[src/rtl/mtm_pkg.sv]
// Shared types and constants for the magnitude threshold mask block.
// Used by mtm_front, mtm_fifo, mtm_back and magnitude_threshold_mask.
// No dependencies.
package mtm_pkg;

	// field and state widths
	localparam int MAG_W   = 16;
	localparam int PHASE_W = 16;
	localparam int THR_W   = 7;
	localparam int SUM_W   = 40;
	localparam int CNT_W   = 25;
	localparam int M100_W  = 23;	// mag * 100 fits in 16 + 7 bits
	localparam int PROD_W  = 48;	// (mag * 100) * count

	localparam logic [THR_W-1:0] THR_RESET  = 7'd20;
	localparam logic [CNT_W-1:0] VOXELS_MAX = 25'd16777216;
	localparam logic [6:0]       PCT_SCALE  = 7'd100;

	// decoupling queue
	localparam int FIFO_DEPTH = 4;
	localparam int FIFO_AW    = 2;

	// pass selector codes
	typedef enum logic [1:0] {
		FUNC_MAX  = 2'd0,
		FUNC_AVG  = 2'd1,
		FUNC_MASK = 2'd2,
		FUNC_NONE = 2'd3
	} func_t;

	// one mask-pass voxel with its decision
	typedef struct packed {
		logic        [MAG_W-1:0]   mag_first;
		logic        [MAG_W-1:0]   mag_second;
		logic signed [PHASE_W-1:0] phase_first;
		logic signed [PHASE_W-1:0] phase_second;
		logic                      last;
		logic                      hide;
	} voxel_t;

	// queue status seen by both sides
	typedef struct packed {
		logic empty;
		logic full;
	} fifo_stat_t;

endpackage

[src/rtl/mtm_front.sv]
// Front end: accepts beats, keeps max/sum/count state, computes the mask decision.
// Two pipeline stages (snapshot, multiply) then a compare feeding the queue.
// Depends on mtm_pkg.
module mtm_front import mtm_pkg::*; (
	input  logic                      clk,
	input  logic                      arst_n,
	input  logic                      in_valid,
	output logic                      in_stall,
	input  logic [1:0]                func,
	input  logic [MAG_W-1:0]          mag_first,
	input  logic [MAG_W-1:0]          mag_second,
	input  logic signed [PHASE_W-1:0] phase_first,
	input  logic signed [PHASE_W-1:0] phase_second,
	input  logic                      last,
	input  logic                      cfg_we,
	input  logic [THR_W-1:0]          cfg_wdata,
	input  fifo_stat_t                q_stat,
	output logic                      push,
	output voxel_t                    push_data
);

	logic [THR_W-1:0] thr_q;
	logic [MAG_W-1:0] max_q;
	logic [SUM_W-1:0] sum_q;
	logic [CNT_W-1:0] cnt_q;

	logic valid_s1, valid_s2;
	logic accept, load_s1, load_s2, s1_free, s2_free;
	logic bright;
	logic [SUM_W:0] sum_add;
	func_t fn;

	voxel_t            vox_s1, vox_s2;
	logic [M100_W-1:0] m100_s1;
	logic [CNT_W-1:0]  cnt_s1;
	logic [SUM_W-1:0]  sum_s1;
	logic [PROD_W-1:0] lhs_s2, rhs_s2;
	logic              en_s2;

	// pipeline flow control; the stall and push terms come from registers
	assign push    = valid_s2 && !q_stat.full;
	assign s2_free = !valid_s2 || push;
	assign load_s2 = valid_s1 && s2_free;
	assign s1_free = !valid_s1 || load_s2;
	assign in_stall = !s1_free;
	assign accept  = in_valid && s1_free;
	assign fn      = func_t'(func);
	assign load_s1 = accept && (fn == FUNC_MASK);

	// bright test and saturating sum
	assign bright  = {mag_second, 1'b0} > {1'b0, max_q};
	assign sum_add = {1'b0, sum_q} + (SUM_W+1)'(mag_second);

	// config register
	always_ff @(posedge clk or negedge arst_n) begin
		if (!arst_n) begin
			thr_q <= THR_RESET;
		end else if (cfg_we) begin
			thr_q <= cfg_wdata;
		end
	end

	// volume statistics
	always_ff @(posedge clk or negedge arst_n) begin
		if (!arst_n) begin
			max_q <= '0;
			sum_q <= '0;
			cnt_q <= '0;
		end else if (accept) begin
			unique case (fn)
				FUNC_MAX: begin
					if (mag_second > max_q) max_q <= mag_second;
				end
				FUNC_AVG: begin
					if (bright) begin
						sum_q <= sum_add[SUM_W] ? '1 : sum_add[SUM_W-1:0];
						if (cnt_q < VOXELS_MAX) cnt_q <= cnt_q + CNT_W'(1);
					end
				end
				FUNC_MASK: begin
					// end of mask pass clears the volume state
					if (last) begin
						max_q <= '0;
						sum_q <= '0;
						cnt_q <= '0;
					end
				end
				FUNC_NONE: ;
			endcase
		end
	end

	// stage valids
	always_ff @(posedge clk or negedge arst_n) begin
		if (!arst_n) begin
			valid_s1 <= 1'b0;
			valid_s2 <= 1'b0;
		end else begin
			if (load_s1)      valid_s1 <= 1'b1;
			else if (load_s2) valid_s1 <= 1'b0;
			if (load_s2)      valid_s2 <= 1'b1;
			else if (push)    valid_s2 <= 1'b0;
		end
	end

	// stage 1: payload and state snapshot
	always_ff @(posedge clk) begin
		if (load_s1) begin
			vox_s1.mag_first    <= mag_first;
			vox_s1.mag_second   <= mag_second;
			vox_s1.phase_first  <= phase_first;
			vox_s1.phase_second <= phase_second;
			vox_s1.last         <= last;
			vox_s1.hide         <= 1'b0;
			m100_s1 <= M100_W'(mag_second) * M100_W'(PCT_SCALE);
			cnt_s1  <= cnt_q;
			sum_s1  <= sum_q;
		end
	end

	// stage 2: both sides of mag*100*count < thr*sum
	always_ff @(posedge clk) begin
		if (load_s2) begin
			vox_s2 <= vox_s1;
			lhs_s2 <= PROD_W'(m100_s1) * PROD_W'(cnt_s1);
			rhs_s2 <= PROD_W'(thr_q) * PROD_W'(sum_s1);
			en_s2  <= (thr_q != '0) && (cnt_s1 != '0);
		end
	end

	// compare and hand to the queue
	always_comb begin
		push_data      = vox_s2;
		push_data.hide = en_s2 && (lhs_s2 < rhs_s2);
	end

endmodule

[src/rtl/mtm_fifo.sv]
// Short queue between the front end and the output stage.
// Register array with one write and one read pointer.
// Depends on mtm_pkg.
module mtm_fifo import mtm_pkg::*; (
	input  logic       clk,
	input  logic       arst_n,
	input  logic       push,
	input  voxel_t     push_data,
	input  logic       pop,
	output voxel_t     head,
	output fifo_stat_t stat
);

	voxel_t             mem_q [FIFO_DEPTH];
	logic [FIFO_AW-1:0] wr_q, rd_q;
	logic [FIFO_AW:0]   cnt_q;

	assign head       = mem_q[rd_q];
	assign stat.empty = (cnt_q == '0);
	assign stat.full  = (cnt_q == (FIFO_AW+1)'(FIFO_DEPTH));

	// pointers and fill level
	always_ff @(posedge clk or negedge arst_n) begin
		if (!arst_n) begin
			wr_q  <= '0;
			rd_q  <= '0;
			cnt_q <= '0;
		end else begin
			if (push) wr_q <= wr_q + FIFO_AW'(1);
			if (pop)  rd_q <= rd_q + FIFO_AW'(1);
			unique case ({push, pop})
				2'b10:   cnt_q <= cnt_q + (FIFO_AW+1)'(1);
				2'b01:   cnt_q <= cnt_q - (FIFO_AW+1)'(1);
				default: ;
			endcase
		end
	end

	// storage
	always_ff @(posedge clk) begin
		if (push) mem_q[wr_q] <= push_data;
	end

endmodule

[src/rtl/mtm_back.sv]
// Output stage: pops decided voxels, applies zeroing, holds the output beat.
// Depends on mtm_pkg.
module mtm_back import mtm_pkg::*; (
	input  logic                       clk,
	input  logic                       arst_n,
	input  voxel_t                     head,
	input  fifo_stat_t                 q_stat,
	output logic                       pop,
	output logic                       out_valid,
	input  logic                       out_stall,
	output logic [MAG_W-1:0]           out_mag_first,
	output logic [MAG_W-1:0]           out_mag_second,
	output logic signed [PHASE_W-1:0]  out_phase_first,
	output logic signed [PHASE_W-1:0]  out_phase_second,
	output logic                       masked,
	output logic                       out_last
);

	logic valid_q;

	// refill the output register when empty or being taken
	assign pop       = !q_stat.empty && (!valid_q || !out_stall);
	assign out_valid = valid_q;

	always_ff @(posedge clk or negedge arst_n) begin
		if (!arst_n) begin
			valid_q <= 1'b0;
		end else if (pop) begin
			valid_q <= 1'b1;
		end else if (!out_stall) begin
			valid_q <= 1'b0;
		end
	end

	// output beat, zeroed when hidden
	always_ff @(posedge clk) begin
		if (pop) begin
			out_mag_first    <= head.hide ? '0 : head.mag_first;
			out_mag_second   <= head.hide ? '0 : head.mag_second;
			out_phase_first  <= head.hide ? '0 : head.phase_first;
			out_phase_second <= head.hide ? '0 : head.phase_second;
			masked           <= head.hide;
			out_last         <= head.last;
		end
	end

endmodule

[src/rtl/magnitude_threshold_mask.sv]
// Magnitude threshold mask, top level. Depends on mtm_pkg, mtm_front, mtm_fifo, mtm_back.
// Throughput: one beat per cycle on every pass while not stalled; a 4-entry queue decouples the output.
// Path: a mask-pass beat passes the snapshot and multiply stages, is compared into the queue
// and is then held in the output register; other passes give no beat.
// Reset (arst_n low, asynchronous): statistics cleared, threshold back to 20,
// queue and output emptied.
module magnitude_threshold_mask import mtm_pkg::*; (
	input  logic                       clk,
	input  logic                       arst_n,
	input  logic                       in_valid,
	output logic                       in_stall,
	input  logic [1:0]                 func,
	input  logic [MAG_W-1:0]           mag_first,
	input  logic [MAG_W-1:0]           mag_second,
	input  logic signed [PHASE_W-1:0]  phase_first,
	input  logic signed [PHASE_W-1:0]  phase_second,
	input  logic                       last,
	input  logic                       cfg_we,
	input  logic [THR_W-1:0]           cfg_wdata,
	output logic                       out_valid,
	input  logic                       out_stall,
	output logic [MAG_W-1:0]           out_mag_first,
	output logic [MAG_W-1:0]           out_mag_second,
	output logic signed [PHASE_W-1:0]  out_phase_first,
	output logic signed [PHASE_W-1:0]  out_phase_second,
	output logic                       masked,
	output logic                       out_last
);

	logic       push, pop;
	voxel_t     push_data, head;
	fifo_stat_t q_stat;

	mtm_front u_front (
		.clk          (clk),
		.arst_n       (arst_n),
		.in_valid     (in_valid),
		.in_stall     (in_stall),
		.func         (func),
		.mag_first    (mag_first),
		.mag_second   (mag_second),
		.phase_first  (phase_first),
		.phase_second (phase_second),
		.last         (last),
		.cfg_we       (cfg_we),
		.cfg_wdata    (cfg_wdata),
		.q_stat       (q_stat),
		.push         (push),
		.push_data    (push_data)
	);

	mtm_fifo u_fifo (
		.clk       (clk),
		.arst_n    (arst_n),
		.push      (push),
		.push_data (push_data),
		.pop       (pop),
		.head      (head),
		.stat      (q_stat)
	);

	mtm_back u_back (
		.clk              (clk),
		.arst_n           (arst_n),
		.head             (head),
		.q_stat           (q_stat),
		.pop              (pop),
		.out_valid        (out_valid),
		.out_stall        (out_stall),
		.out_mag_first    (out_mag_first),
		.out_mag_second   (out_mag_second),
		.out_phase_first  (out_phase_first),
		.out_phase_second (out_phase_second),
		.masked           (masked),
		.out_last         (out_last)
	);

endmodule

[config.mk]
export PLATFORM = sky130hd
export DESIGN_NAME = magnitude_threshold_mask
export DESIGN_NICKNAME = d
export VERILOG_FILES = /design/src/rtl/mtm_pkg.sv /design/src/rtl/mtm_front.sv /design/src/rtl/mtm_fifo.sv /design/src/rtl/mtm_back.sv /design/src/rtl/magnitude_threshold_mask.sv
export SDC_FILE = /design/constraint.sdc
export NUM_CORES = 2
export LEC_CHECK = 0
export ABC_CLOCK_PERIOD_IN_PS = 14300
export BUFFER_PORTS_ARGS = -buffer_cell sky130_fd_sc_hd__buf_2
export CAP_MARGIN = 0
export CORE_MARGIN = 2
export CORE_UTILIZATION = 55
export DETAILED_ROUTE_END_ITERATION = 8
export PLACE_DENSITY = 0.81
export SLEW_MARGIN = 20
export SYNTH_ARGS = -nofsm -noshare
export SYNTH_HDL_FRONTEND = slang
export SYNTH_HIERARCHICAL = 1
export SYNTH_SLANG_ARGS = --single-unit
[constraint.sdc]
create_clock -name clk -period 14.3 [get_ports clk]
set_clock_uncertainty 0.05 [all_clocks]
set_input_delay 0.715 -clock clk [delete_from_list [all_inputs] [get_ports clk]]
set_output_delay 0.715 -clock clk [all_outputs]
set_load 0.005 [all_outputs]
==> results.md <==
* Initial DRC Count at 3,057
* Die area at 104,000 sq um
* Reg2Reg Setup Slack at 6.06 ns
* Peak Freq at 121 MHz
* CP max stage cell: edfxtp_1
* Final Cycle Share at 0.577
* Die height at 322 um
* RSZ-0062 raised after global routing: false
* Synth area leaders: edfxtp_1, fa_1, ha_1, inv_1, dfrtp_1
* Syn nets at 5,833
* WP buf/inv at 6
* Grt peak-use layer: met2
* CTS sink cnt at 735
* Worst R2R End: u_front/lhs_s2[42]
* Worst slew margin at 0.211
* Most used cell, CP: fa_1
* Fin util at 0.600
* Critical path class: register to register
* Hold Crit Class: input port to register
* IO Pins at 147
* Maximum buffer depth of the clock tree at 3
* CTS tree: yes
* Drt drc at 0
* Syn_area_per_cell at 11.7 sq um
* Tmin final at 8.24 ns
* Slew Limit Fails at 0
* Worst r2r src: u_front/m100_s1[5]
* Crit path cell chain: and2_1 -> fa_1 -> fa_1 -> inv_1 -> fa_1 -> inv_1 -> fa_1 -> inv_1 -> fa_1 -> inv_1 -> fa_1 -> inv_1 -> fa_1 -> inv_1 -> ha_1 -> a21o_1 -> a21o_1 -> a2111oi_0 -> o31a_1 -> nor2_1 -> o31ai_1 -> o31ai_1 -> a31oi_1 -> xnor2_1
* Netlist cell types at 80
* Detail Route Antenna Nets at 0
* Clk pin slew, worst setup/hold paths at 0.06 ns
* Yosys Warn Count at 6
* Post-synth EDFFs at 637
* H-tree depth at 3
* Result of the run: finished clean
* Via count at 35,700
* Reg2reg path depth at 24
* Met1 track demand over resource at 0.330
* Hold Path End: u_front/vox_s1[4]
* Post-CTS resize count at 0
* Critical Path Max Stage Delay at 0.92 ns
* Pre-CTS setup slack at 6.19 ns
* Met3 Resource Use GR at 0.0467
* Wirelength per Cell at 20.5 um
* Post-synthesis sequential area ratio at 0.388
* Worst EP required at 14.65 ns
* Largest net degree at the start of global routing at 150
* CP Launch Type: register
* Die W at 322 um
* Hold_sp: phase_second[2]
* Layout Nets at 5,924
* Main flop type after synthesis: edfxtp_1
* GRT overflow at 0
* Global Route Usage Sum at 0.251
* CTS buffer count at 74
* Dominant cell type by area after synthesis: edfxtp_1
* Top cells by count, synth: inv_1, edfxtp_1, fa_1
* Starting density of the core at 0.556
* Synthesized cell area at 55,700 sq um
* Area growth from synthesis to final layout at 7.94%
* Detailed Place HPWL at 89.4 mm
* Met2 Resource Use GR at 0.422
* Vias in the first global route at 37,900
* Final Hold Fails at 0
* Worst slew pin tran at 1.18 ns
* Site row count at 116
* GPL Wtd Cong at 0.909
* Synthesis-stage register bit count at 735
* Setup_tns at 0 ns
* WHS Path Cells at 1
* Via density at 5.76
* Worst hold margin at 0.194 ns
* Layout cells sized above 1 at 0.0983
* Endpoint class of the critical path: register
* Setup violators final at 0
* Critical Path Fanout Max at 25
* Clock latency at the later pin of the worst-skew pair at 0.64 ns
* CTS root buffer: clkbuf_16
* First-pass GRT wire length at 203 mm
* Cell class contributing the biggest share of worst-path delay: adder cells
* Core Footprint at 100,000 sq um
* Critical Path AT at 8.59 ns
* DR pass1 iterations at 6
* Synth Instances at 4,746
* Hold_buf cts at 1
* Initial antenna violation count at 12
* Post-route setup slack at 6.06 ns
* FFs w/ async S/R, synth at 0.133
* Fill cell count at 7,631
* Max capacitance violation total at 0
* Post-CTS Repair Setup Buffers at 0
* Total routed wirelength at 127 mm
* Top-count cell post-synth: inv_1
* Port bufs at 146
* Yosys top cell area share at 0.344
## area by class of cell
type / count / area (sq um) / area share
well taps: 1298 / 1620 / 0.0270
clock buffers: 100 / 2010 / 0.0334
multi-input cells: 3030 / 30300 / 0.504
flip-flops and latches: 735 / 21600 / 0.359
repair buffers: 206 / 1200 / 0.0199
diodes: 1 / 2.50 / 0.0000416
clock inverters: 33 / 422 / 0.00702
inverters: 790 / 2970 / 0.0494
## stage by stage
step,area [sq um],instances
after floorplan,55700,4746
after global placement,57600,6058
after detailed placement,57600,6058
after CTS,60100,6192
after global routing,60100,6192
final,60100,6193
## cell usage in the layout (no fill, tap or decap), drive strengths merged, types with 16 or more instances in the layout
master and n:
nor2b 82, and2 364, nor3 25, edfxtp 637, a21oi 145, nand3 46, inv 796, o21a 21
buf 205, nand4 31, nor4 17, clkbuf 100, a21o 100, and3 34, fa 636, mux2i 17
mux4 66, nand2 544, xnor2 79, clkinv 22, a31oi 31, nand2b 16, o21ai 76, nor2 95
dfrtp 96, ha 372, a211oi 22, xor2 47
## cell families (layout without fill, tap and decap cells)
| logic type | count (synthesis) | after routing | share of synthesized area |
|---|---|---|---|
| compound gates | 510 | 510 | 0.0602 |
| xor+xnor | 126 | 126 | 0.0198 |
| fa+ha+maj | 1008 | 1008 | 0.312 |
| buf+inv | 981 | 1129 | 0.0693 |
| flops | 735 | 735 | 0.388 |
| mux | 91 | 91 | 0.0314 |
| other cells | 0 | 1 | 0 |
| simple gates | 1295 | 1295 | 0.119 |
## worst max-delay path by stage
stage | end | from | depth (start not counted) | slack [ns]
after floorplan | u_front/en_s2 | u_fifo/cnt_q[0] | 3 | 1.24
after global placement | u_front/lhs_s2[42] | u_front/m100_s1[5] | 24 | 6.34
after detailed placement | u_front/lhs_s2[42] | u_front/m100_s1[5] | 24 | 6.19
after CTS | u_front/lhs_s2[42] | u_front/m100_s1[5] | 24 | 6.16
after global routing | u_front/lhs_s2[42] | u_front/m100_s1[5] | 24 | 5.71
final | u_front/lhs_s2[42] | u_front/m100_s1[5] | 24 | 6.06
## routing by layer
layer / share of wire / wire [um] / up-vias
met1: 0.40 / 50200 / 18000
li1: - / - / 15800
met2: 0.48 / 61300 / 1615
met3: 0.086 / 10900 / 295
met5: 0.00031 / 39 / -
met4: 0.034 / 4310 / 6
## registers in the layout (all words and copies together) (netlist names), 18 cells and up
| signal | flops |
|---|---|
| u_fifo/mem_q | 264 |
| u_front/cnt_q | 25 |
| u_front/cnt_s1 | 25 |
| u_front/lhs_s2 | 46 |
| u_front/m100_s1 | 18 |
| u_front/push_data | 65 |
| u_front/rhs_s2 | 47 |
| u_front/sum_q | 40 |
| u_front/sum_s1 | 40 |
| u_front/vox_s1 | 65 |
Power is not shown: default switching activity piles up to over one toggle a cycle in this logic, so the estimate is an artifact.
